<file path="src/hdl/assert_macros.svh">
// Assertion helpers shared by the RTL.
// Both macros check one implication on the rising edge of the given clock,
// with the check held off while reset is high.
`ifndef ASSERT_MACROS_SVH
`define ASSERT_MACROS_SVH

`ifndef SYNTH

// Consequent must hold in the same cycle as the antecedent.
`define ASSERT_NOW(lbl, clock, reset, ante, cons) \
  lbl: assert property (@(posedge clock) disable iff (reset) (ante) |-> (cons)) \
    else $error("assertion failed: same-cycle implication");

// Consequent must hold in the cycle after the antecedent.
`define ASSERT_NEXT(lbl, clock, reset, ante, cons) \
  lbl: assert property (@(posedge clock) disable iff (reset) (ante) |=> (cons)) \
    else $error("assertion failed: next-cycle implication");

`else

`define ASSERT_NOW(lbl, clock, reset, ante, cons)
`define ASSERT_NEXT(lbl, clock, reset, ante, cons)

`endif

`endif

</file>
<file path="src/hdl/prao_pkg.sv">
package prao_pkg;

  // CORDIC x/y datapath width (Q2.30 values, magnitude stays near 2^30)
  localparam int CW = 32;

  // Angle scale factors to 2^-34 turn units
  localparam logic [31:0] RAD_TO_TURN  = 32'd2734261102;
  localparam logic [31:0] DEG_TO_TURN  = 32'd47721859;

  // CORDIC start vector length, gain compensated, Q2.30
  localparam logic signed [CW-1:0] GAIN_Q30 = 32'sd652032874;

  // One eighth of a turn in 2^-32 turn units
  localparam logic [31:0] EIGHTH_TURN = 32'h2000_0000;

  // Quadrant codes taken from the top two phase bits
  typedef logic [1:0] quad_t;
  localparam quad_t QUAD_EAST  = 2'd0;
  localparam quad_t QUAD_NORTH = 2'd1;
  localparam quad_t QUAD_WEST  = 2'd2;
  localparam quad_t QUAD_SOUTH = 2'd3;

  // Geometry that rides along the CORDIC chain
  typedef struct packed {
    quad_t              quad;
    logic signed [32:0] dx;
    logic signed [32:0] dy;
    logic signed [31:0] cx;
    logic signed [31:0] cy;
  } prao_geom_t;

  // One beat between CORDIC cells
  typedef struct packed {
    logic                 valid;
    logic signed [CW-1:0] x;
    logic signed [CW-1:0] y;
    logic signed [31:0]   z;
    prao_geom_t           geom;
  } prao_beat_t;

  // arctan(2^-i) in 2^-32 turn units
  function automatic logic [31:0] atan_turn(input int idx);
    case (idx)
      0:  return 32'd536870912;
      1:  return 32'd316933406;
      2:  return 32'd167458907;
      3:  return 32'd85004756;
      4:  return 32'd42667331;
      5:  return 32'd21354465;
      6:  return 32'd10679838;
      7:  return 32'd5340245;
      8:  return 32'd2670163;
      9:  return 32'd1335087;
      10: return 32'd667544;
      11: return 32'd333772;
      12: return 32'd166886;
      13: return 32'd83443;
      14: return 32'd41722;
      15: return 32'd20861;
      16: return 32'd10430;
      17: return 32'd5215;
      18: return 32'd2608;
      19: return 32'd1304;
      20: return 32'd652;
      21: return 32'd326;
      22: return 32'd163;
      23: return 32'd81;
      24: return 32'd41;
      25: return 32'd20;
      26: return 32'd10;
      27: return 32'd5;
      28: return 32'd3;
      29: return 32'd1;
      30: return 32'd1;
      default: return 32'd0;
    endcase
  endfunction

endpackage

</file>
<file path="src/hdl/prao_cell.sv">
module prao_cell import prao_pkg::*; #(
  parameter int INDEX = 0
) (
  input  logic       clk,
  input  logic       rst,
  input  prao_beat_t up,
  output logic       up_ready,
  output prao_beat_t dn,
  input  logic       dn_ready
);

  localparam logic signed [31:0] ATAN = atan_turn(INDEX);

  logic signed [CW-1:0] xs, ys;
  prao_beat_t           dn_next;

  // one micro-rotation, direction from the sign of the residual angle
  always_comb begin
    xs      = up.x >>> INDEX;
    ys      = up.y >>> INDEX;
    dn_next = up;
    if (!up.z[31]) begin
      dn_next.x = up.x - ys;
      dn_next.y = up.y + xs;
      dn_next.z = up.z - ATAN;
    end else begin
      dn_next.x = up.x + ys;
      dn_next.y = up.y - xs;
      dn_next.z = up.z + ATAN;
    end
  end

  // stage takes a beat when empty or when its successor takes ours
  assign up_ready = !dn.valid || dn_ready;

  always_ff @(posedge clk) begin
    if (rst) begin
      dn.valid <= 1'b0;
    end else if (up_ready) begin
      dn <= dn_next;
    end
  end

endmodule

</file>
<file path="config.mk">
export PLATFORM = sky130hd
export DESIGN_NAME = prao_cell
export DESIGN_NICKNAME = d
export VERILOG_FILES = /design/src/hdl/assert_macros.svh /design/src/hdl/prao_pkg.sv /design/src/hdl/prao_cell.sv
export SDC_FILE = /design/constraint.sdc
export NUM_CORES = 1
export LEC_CHECK = 0
export BUFFER_PORTS_ARGS = -buffer_cell sky130_fd_sc_hd__buf_2
export CAP_MARGIN = 10
export CORE_ASPECT_RATIO = 0.5
export CORE_UTILIZATION = 50
export CTS_CLUSTER_SIZE = 30
export DETAILED_ROUTE_END_ITERATION = 10
export PLACE_DENSITY = 0.82
export SLEW_MARGIN = 15
export SYNTH_ARGS = -nofsm -noshare
export SYNTH_HDL_FRONTEND = slang
export SYNTH_SLANG_ARGS = --single-unit
export TNS_END_PERCENT = 1
</file>
<file path="constraint.sdc">
create_clock -name clk -period 18.3 [get_ports clk]
set_input_delay 3.66 -clock clk [delete_from_list [all_inputs] [get_ports clk]]
set_output_delay 3.66 -clock clk [all_outputs]
set_load 0.05 [all_outputs]
</file>
==> qor.yml <==
outcome:
  status: "finished, final reports clean"
floorplan:
  start_util_pct: 51.5
  die_w_um: 226
  die_h_um: 114
  dieArea_mm2: 0.0257
  ios: 462
  core_area_mm2: 0.0243
  row_count: 40
final_layout:
  top_regs: "dn (228)"
  syn_to_final_growth_pct: 26.3
  largest-register: "dn"
  nFillCells: 1930
  largest_reg_flops: 228
  layout_common_cells: "buf_2 (461), edfxtp_1 (227), a21oi_1 (99)"
  layout_commonest_cell: "buf_2"
  finalNonFillerCells: 1887
  drive_gt1_share_pct: 34.8
  final_nets: 1854
pwr:
  p_leak_nw: 6.97
  power.density_mw_per_mm2: 98.0
  vdd_ir_drop_max_v: 0.0000527
detailed_routing:
  dr.first_iter.drc_count: 1238
  num_vias: 10800
  routedWlPerCell_um: 23.3
  wl_um: 43900
  drc_errors: 0
  via_per_inst: 5.70
  drt_pass1_iterations: 5
  postRouteAntennaNets: 0
sta:
  max_freq_mhz: 125
  hold_viol: 0
  min_period_ns: 8.03
  maxSlewHeadroom_pct: 26.6
  fin_tns_setup_ns: 0
  layout_setup_ws_ns: 10.27
  min_period_over_period_pct: 43.9
  worst_slew_pin_slew_ns: 1.10
  grt_setup_unrepaired: "no"
  setup_violations: 0
  final.setup_skew_ns: 0.0274
  slew_violations: 0
clock_network:
  clock_latency_ns: 0.54
  ctsLongestPathBuffers: 3
  cts-buffers-inserted: 22
  cts_setup_buffers: 0
  cts_tree: "done"
  path_clk_slew_ns: 0.07
  root_buffer: "clkbuf_16"
  h-tree-depth: 1
  postCtsHoldBufs: 0
  cts.sinks: 228
  cts_resized: 0
grt:
  grt_first_pass_wirelength_um: 62300
  grt_pass1_vias: 9933
  overflow: 0
  antenna_found_initial: 9
  grt_max_degree: 86
  grtUsageTotal_pct: 32.9
synthesis:
  syn-num-nets: 1408
  ys_ff_latch: 228
  post-synth-top-area-cell: "edfxtp_1"
  synthMuxAreaShare_pct: 0.481
  yosysWarningCount: 0
  synthSimpleGateAreaFrac_pct: 8.64
  yosysSeqAreaShare_pct: 54.7
  async_flop_share_pct: 0
  syn_area_per_cell_um2: 11.6
  synth_xor_area_share_pct: 4.07
  synth_edf_count: 227
  synth_top_family_by_area: "compound AO/OA/AOI/OAI gates"
  synth_top_area_share_pct: 54.6
  synth-adder-area-share_pct: 10.1
  synthTopCellsByArea: "edfxtp_1 (55%), ha_1 (9.4%), a21oi_1 (4.0%)"
  syn-instance-count: 1078
  ys_types: 91
  synth_area_mm2: 0.0125
  synth-main-ff-cell: "edfxtp_1"
  synth-compound-area-share_pct: 17.2
setup_path:
  cp-end-kind: "output port"
  ff2ff_setup_slack_ns: 14.63
  critPathKind: "input port to output port"
  critical_path.startpoint: "dn_ready"
  crit_end: "up_ready"
  critPathMaxFanout: 3
  worstReg2RegStart: "dn[228]"
  required_ns: 14.64
  arrival_ns: 4.37
  reg2reg_depth: 5
  r2r-end: "dn[117]"
  start_kind: "input port"
placement:
  post-place-ws_ns: 10.29
  dp_hpwl_um: 35100
  dp_cells: 1836
  io_buffers: 461
  gp_congestion: 0.970
hold_path:
  min_from: "dn[228]"
  hp-class: "register to register"
job:
  maxCapViolations: 0
[worst min path at each step]
stage / end / slack [ns] / cells after the start
after global placement: dn[228] / 0.69 / 3
final: dn[228] / 0.72 / 3
after CTS: dn[228] / 0.71 / 3
after global routing: dn[228] / 0.75 / 3
after detailed placement: dn[228] / 0.70 / 3
after floorplan: dn[228] / 0.84 / 3
[critical path: stages]
cell and delay, ns:
buf_2 0.10, nor2b_1 0.28, inv_1 0.10, buf_2 0.23
[cell type report]
type / instances / area, um^2 / area share, %
well taps: 336 / 420 / 2.67
diodes: 12 / 30.0 / 0.190
repair buffers: 466 / 2340 / 14.9
flip-flops and latches: 228 / 6840 / 43.3
clock inverters: 6 / 97.6 / 0.619
multi-input cells: 706 / 5060 / 32.1
clock buffers: 33 / 602 / 3.82
inverters: 100 / 375 / 2.38
[per-layer routing]
metal	track usage [%]	up-vias	wire length, um
li1	-	4837	-
met4	8.44	0	742
met3	7.16	64	4300
met1	45.8	5281	18000
met5	0	-	0
met2	52.5	573	20900
[synth_stat cells, drive strengths merged (4+ instances only)]
| cell type | number |
|---|---|
| a211o | 6 |
| a211oi | 9 |
| a21o | 26 |
| a21oi | 105 |
| a221oi | 5 |
| a311oi | 4 |
| a31oi | 9 |
| and3 | 4 |
| buf | 26 |
| clkbuf | 18 |
| edfxtp | 227 |
| fa | 4 |
| ha | 94 |
| inv | 97 |
| mux2i | 6 |
| nand2 | 57 |
| nand2b | 9 |
| nand3 | 9 |
| nand4 | 9 |
| nor2 | 89 |
| nor2b | 9 |
| nor3 | 19 |
| nor4 | 4 |
| o211ai | 8 |
| o21a | 7 |
| o21ai | 63 |
| o21bai | 21 |
| o22ai | 8 |
| o311ai | 4 |
| o31ai | 6 |
| or2 | 4 |
| or3 | 5 |
| or4 | 4 |
| xnor2 | 51 |
| xor2 | 7 |
[where the power goes]
| group | total, mW | switching, mW | internal, mW |
|---|---|---|---|
| Sequential | 0.644 | 0.0132 | 0.631 |
| Combinational | 0.445 | 0.324 | 0.121 |
| Clock | 0.456 | 0.199 | 0.257 |
[cell families (layout without fill, tap and decap cells)]
logic type / Yosys count / after routing
multiplexers: 6 / 6
AND/OR/NAND/NOR: 231 / 231
flip-flops: 228 / 228
buffers and inverters: 144 / 605
AO/OA/AOI/OAI: 313 / 313
adder cells (fa/ha/maj): 98 / 98
other: 0 / 12
XOR/XNOR: 58 / 58
[per-stage QoR]
step                      power, mW  hold slack [ns]  util (%)  area [um^2]
after floorplan               0.974            0.838         -        12500
after global placement         1.09            0.690      62.0        15000
after detailed placement       1.09            0.699      62.0        15000
after CTS                      1.54            0.711      64.9        15700
after global routing           1.59            0.750      64.9        15800
final                          1.55            0.720      65.0        15800
(Power assumes the default switching activity.)
