<file path="config.mk">
export PLATFORM = sky130hd
export DESIGN_NAME = prao_front
export DESIGN_NICKNAME = d
export VERILOG_FILES = /design/src/hdl/assert_macros.svh /design/src/hdl/prao_pkg.sv /design/src/hdl/prao_front.sv
export SDC_FILE = /design/constraint.sdc
export NUM_CORES = 2
export LEC_CHECK = 0
export BUFFER_PORTS_ARGS = -buffer_cell sky130_fd_sc_hd__buf_2
export CORE_MARGIN = 2
export CORE_UTILIZATION = 30
export DETAILED_ROUTE_END_ITERATION = 10
export PLACE_DENSITY = 0.5
export REMOVE_ABC_BUFFERS = 1
export SYNTH_ARGS = -nofsm -noshare
export SYNTH_HDL_FRONTEND = slang
export SYNTH_SLANG_ARGS = --single-unit
</file>
<file path="constraint.sdc">
create_clock -name clk -period 9.81 [get_ports clk]
set_clock_uncertainty 0.15 [all_clocks]
set_input_delay 0.4905 -clock clk [delete_from_list [all_inputs] [get_ports clk]]
set_output_delay 0.4905 -clock clk [all_outputs]
set_load 0.01 [all_outputs]
</file>
<file path="src/hdl/assert_macros.svh">
// Assertion helpers shared by the RTL.
// Both macros check one implication on the rising edge of the given clock,
// with the check held off while reset is high.
`ifndef ASSERT_MACROS_SVH
`define ASSERT_MACROS_SVH

`ifndef SYNTH

// Consequent must hold in the same cycle as the antecedent.
`define ASSERT_NOW(lbl, clock, reset, ante, cons) \
  lbl: assert property (@(posedge clock) disable iff (reset) (ante) |-> (cons)) \
    else $error("assertion failed: same-cycle implication");

// Consequent must hold in the cycle after the antecedent.
`define ASSERT_NEXT(lbl, clock, reset, ante, cons) \
  lbl: assert property (@(posedge clock) disable iff (reset) (ante) |=> (cons)) \
    else $error("assertion failed: next-cycle implication");

`else

`define ASSERT_NOW(lbl, clock, reset, ante, cons)
`define ASSERT_NEXT(lbl, clock, reset, ante, cons)

`endif

`endif

</file>
<file path="src/hdl/prao_pkg.sv">
package prao_pkg;

  // CORDIC x/y datapath width (Q2.30 values, magnitude stays near 2^30)
  localparam int CW = 32;

  // Angle scale factors to 2^-34 turn units
  localparam logic [31:0] RAD_TO_TURN  = 32'd2734261102;
  localparam logic [31:0] DEG_TO_TURN  = 32'd47721859;

  // CORDIC start vector length, gain compensated, Q2.30
  localparam logic signed [CW-1:0] GAIN_Q30 = 32'sd652032874;

  // One eighth of a turn in 2^-32 turn units
  localparam logic [31:0] EIGHTH_TURN = 32'h2000_0000;

  // Quadrant codes taken from the top two phase bits
  typedef logic [1:0] quad_t;
  localparam quad_t QUAD_EAST  = 2'd0;
  localparam quad_t QUAD_NORTH = 2'd1;
  localparam quad_t QUAD_WEST  = 2'd2;
  localparam quad_t QUAD_SOUTH = 2'd3;

  // Geometry that rides along the CORDIC chain
  typedef struct packed {
    quad_t              quad;
    logic signed [32:0] dx;
    logic signed [32:0] dy;
    logic signed [31:0] cx;
    logic signed [31:0] cy;
  } prao_geom_t;

  // One beat between CORDIC cells
  typedef struct packed {
    logic                 valid;
    logic signed [CW-1:0] x;
    logic signed [CW-1:0] y;
    logic signed [31:0]   z;
    prao_geom_t           geom;
  } prao_beat_t;

  // arctan(2^-i) in 2^-32 turn units
  function automatic logic [31:0] atan_turn(input int idx);
    case (idx)
      0:  return 32'd536870912;
      1:  return 32'd316933406;
      2:  return 32'd167458907;
      3:  return 32'd85004756;
      4:  return 32'd42667331;
      5:  return 32'd21354465;
      6:  return 32'd10679838;
      7:  return 32'd5340245;
      8:  return 32'd2670163;
      9:  return 32'd1335087;
      10: return 32'd667544;
      11: return 32'd333772;
      12: return 32'd166886;
      13: return 32'd83443;
      14: return 32'd41722;
      15: return 32'd20861;
      16: return 32'd10430;
      17: return 32'd5215;
      18: return 32'd2608;
      19: return 32'd1304;
      20: return 32'd652;
      21: return 32'd326;
      22: return 32'd163;
      23: return 32'd81;
      24: return 32'd41;
      25: return 32'd20;
      26: return 32'd10;
      27: return 32'd5;
      28: return 32'd3;
      29: return 32'd1;
      30: return 32'd1;
      default: return 32'd0;
    endcase
  endfunction

endpackage

</file>
<file path="src/hdl/prao_front.sv">
module prao_front import prao_pkg::*; #(
  parameter int FRACTION_BITS = 16
) (
  input  logic               clk,
  input  logic               rst,
  input  logic               in_valid,
  output logic               in_ready,
  input  logic signed [31:0] point_x,
  input  logic signed [31:0] point_y,
  input  logic signed [31:0] center_x,
  input  logic signed [31:0] center_y,
  input  logic signed [31:0] turn_angle,
  input  logic               angle_is_degrees,
  output prao_beat_t         dn,
  input  logic               dn_ready
);

  localparam int F = FRACTION_BITS;

  logic [31:0]        scale;
  logic signed [64:0] prod;
  logic [31:0]        phase_next;
  logic signed [32:0] dx_next, dy_next;

  logic               valid;
  logic [31:0]        phase;
  logic signed [32:0] dx, dy;
  logic signed [31:0] cx, cy;
  logic [31:0]        phase_off;
  logic [31:0]        resid;

  // angle to phase: one signed multiply, keep 32 bits of turn
  always_comb begin
    scale      = angle_is_degrees ? DEG_TO_TURN : RAD_TO_TURN;
    prod       = 65'(turn_angle) * 65'($signed({1'b0, scale}));
    phase_next = prod[F+33:F+2];
    dx_next    = 33'(point_x) - 33'(center_x);
    dy_next    = 33'(point_y) - 33'(center_y);
  end

  assign in_ready = !valid || dn_ready;

  always_ff @(posedge clk) begin
    if (rst) begin
      valid <= 1'b0;
    end else if (in_ready) begin
      valid <= in_valid;
      phase <= phase_next;
      dx    <= dx_next;
      dy    <= dy_next;
      cx    <= center_x;
      cy    <= center_y;
    end
  end

  // quadrant split; residual in [-1/8, 1/8) turn
  always_comb begin
    phase_off    = phase + EIGHTH_TURN;
    resid        = {2'b00, phase_off[29:0]} - EIGHTH_TURN;
    dn.valid     = valid;
    dn.x         = GAIN_Q30;
    dn.y         = '0;
    dn.z         = $signed(resid);
    dn.geom.quad = phase_off[31:30];
    dn.geom.dx   = dx;
    dn.geom.dy   = dy;
    dn.geom.cx   = cx;
    dn.geom.cy   = cy;
  end

endmodule

</file>
==> results by group <==
Yosys
  – Post-Syn Area: 0.0282 mm2
  – Seq cells post-synth: between 150 and 200
  – Count of cell types in the netlist: 81
  – Syn. warnings: 0
  – Post-synthesis sequential area ratio: between 10% and 20%
  – Mean Syn Cell Area: 10.4 um2
  – Ys async rst share: 0%
  – Commonest register cell after synthesis: edfxtp_1
  – Synth Instances: between 2000 and 3000
  – EDFF count, synth: approximately 160

Timing
  – Tmin final: approximately 8.2 ns
  – Max Slew Vio Count: 0
  – Final TNS setup: 0 ns
  – Slew HR: about a third
  – RSZ-0062 raised after global routing: false
  – Final period util: between 80% and 90%
  – Worst slew pin tran: approximately 1 ns
  – # setup viols final: 0
  – Highest Clock Rate: approximately 120 MHz
  – Count of final hold-check violations: 0

Worst setup path
  – Required time of the critical path: about 9.9 ns
  – Worst R2R Setup Slack: between 7 and 8 ns
  – Worst-path maximum fanout: 25
  – WP data arrival: 8.30 ns
  – Worst path slowest cell: fa_1
  – CP max stage delay: 0.59 ns
  – Setup CP Type: in2reg
  – Startpoint types: input pin
  – Setup crit end kind: register
  – CP most frequent cell: fa_1

Clock tree
  – CTS Sinks: 163
  – CTS tree: done
  – Root Driver: clkbuf_16
  – Hold_buf cts: 0
  – Clock Path Buffers: 2
  – Setup Buffers After CTS: 0
  – Clock H-tree levels: 4
  – Resize count post-CTS: 0
  – Clock Latency Late Sink: about 0.46 ns
  – Worst-path clk slew: 0.07 ns
  – Number of CTS-inserted buffers: 17

Cells and area
  – # diodes: 0
  – Nets: 4093
  – Post-layout instance count excluding filler cells: 4293
  – Storage element area: about 0.005 mm2
  – Commonest non-fill, non-tap cell in the layout: inv_1
  – Fillcell total: ~9700
  – Final Core Density: between 30% and 40%
  – Commonest non-fill, non-tap cells in the layout: 794 x inv_1, 480 x fa_1, 420 x ha_1, 330 x buf_2, 162 x edfxtp_1
  – Layout cells sized above 1: around 13%
  – Layout area overhead: 11.5%
  – Multi-input combinational cell area: approximately 0.02 mm2

Floorplan
  – DIE HEIGHT: a little over 300 um
  – Io pins: 395
  – Die X: between 300 and 400 um
  – Placement row count: 112
  – Core area: slightly above 0.09 mm2
  – Die area: 0.0966 mm2
  – Starting density of the core: a little under a third

Place
  – Post-Place Cells: 4263
  – Port bufs: 330
  – DPL Wire Length: roughly 74 mm
  – Placer Congestion: a little under 0.9

Detailed routing
  – DRC Markers: 0
  – Vias: ~19000
  – Wirelength per Cell: 19.1 um
  – Initial DRC count: 919
  – Antenna viol nets, final: 0
  – Post-Route WL: roughly 82 mm
  – Avg Vias per Cell: about 4.3
  – Drt pass-1 iters: 5

GRT
  – Number of global-route vias before repair: 19962
  – Initial antenna violation count: 3
  – GRT Util Overall: 17.1%
  – Grt ovf: 0
  – First-pass GRT wire length: 124 mm
  – Largest net degree at the start of global routing: roughly 70

Outcome
  – Outcome: finished clean

Job
  – Max-cap viol count: 0

Min path
  – Worst hold path type: in2reg
-- Yosys cell counts, types with 3 or more instances --
| master | instances | area share (%) |
|---|---|---|
| xnor2_1 | 93 | 2.9 |
| nand3_1 | 13 | 0.23 |
| nor2_1 | 88 | 1.2 |
| inv_1 | 794 | 11 |
| and2_1 | 10 | 0.22 |
| or2_2 | 8 | 0.18 |
| o21bai_1 | 7 | 0.19 |
| fa_1 | 480 | 34 |
| o211ai_1 | 5 | 0.13 |
| a31oi_1 | 9 | 0.20 |
| xor2_1 | 40 | 1.2 |
| nand2b_1 | 28 | 0.62 |
| o21ai_0 | 50 | 0.89 |
| o31a_1 | 4 | 0.12 |
| o31ai_1 | 3 | 0.080 |
| a211oi_1 | 13 | 0.35 |
| a21o_1 | 43 | 1.1 |
| nand2_1 | 98 | 1.3 |
| ha_1 | 420 | 19 |
| clkbuf_1 | 29 | 0.39 |
| o22ai_1 | 3 | 0.066 |
| buf_1 | 6 | 0.080 |
| a21oi_1 | 76 | 1.3 |
| nor3_1 | 18 | 0.32 |
| o211a_1 | 3 | 0.11 |
| o21a_1 | 16 | 0.43 |
| nand4_1 | 8 | 0.18 |
| edfxtp_1 | 162 | 17 |
| a31o_2 | 3 | 0.093 |
| a211o_1 | 3 | 0.093 |
| nor2b_1 | 22 | 0.49 |
| buf_4 | 97 | 2.6 |
| and3_1 | 10 | 0.22 |
| o2111ai_1 | 7 | 0.22 |
| a2111oi_0 | 3 | 0.093 |
| and4_1 | 3 | 0.093 |
| o21ai_1 | 3 | 0.053 |
-- flip-flops by register name, summed over array words and instances, names as in the netlist --
signal,count
cx,32
cy,32
valid,1
dy,33
dx,33
phase,32
-- critical path: cells and delay by family --
| family | cells | cell delay, ns |
|---|---|---|
| AOI/OAI and AO/OA | 5 | 1.20 |
| xor gates and xnor gates | 2 | 0.44 |
| adders and majority gates | 9 | 3.94 |
| buffers and inverters | 7 | 0.99 |
| and+or+nand+nor | 6 | 1.19 |
-- metrics by stage --
| step | cell area (um2) | hold slack, ns | worst slack, ns |
|---|---|---|---|
| final | 31500 | 0.0719 | 1.56 |
| after CTS | 31500 | 0.0410 | 1.54 |
| after detailed placement | 30900 | 0.506 | 1.06 |
| after global placement | 30900 | 0.489 | 1.09 |
| after global routing | 31500 | 0.0471 | 1.19 |
| after floorplan | 27700 | 0.413 | 1.69 |
-- metal layers --
metal | track usage [%] | up-vias | share of wire, %
met2 | 29.6 | 464 | 49
met3 | 2.79 | 67 | 5.1
li1 | - | 8889 | -
met4 | 4.00 | 2 | 1.9
met1 | 22.2 | 9162 | 44
met5 | 0 | - | 0.013
-- cell type report --
type,instances,share of cell area (%)
repair buffers,337,5.41
inverters,795,9.47
multi-input cells,1714,62.9
well taps,1254,4.98
flip-flops and latches,163,15.5
clock inverters,10,0.357
clock buffers,20,1.39
-- path summary, 6_finish.rpt --
kind                    start         to  cells past startpoint
max          angle_is_degrees  phase[28]                     29
min              center_y[30]     cy[30]                      1
max reg2reg             valid      dx[1]                      3
min reg2reg             valid      valid                      3
-- cells by family (layout without fill, tap and decap cells) --
| kind of cell | Yosys count | count (layout) | share of synthesized area [%] |
|---|---|---|---|
| other | 2 | 78 | 0.0266 |
| adders and majority gates | 900 | 900 | 52.6 |
| xor gates and xnor gates | 133 | 133 | 4.12 |
| and+or+nand+nor | 319 | 319 | 5.42 |
| buffers and inverters | 927 | 1162 | 13.6 |
| AOI/OAI and AO/OA | 284 | 284 | 6.89 |
| DFF | 163 | 163 | 17.3 |
Power is left out: the tool's default activity adds up to more than one toggle a clock period on the data nets, which glitch-free logic cannot reach.
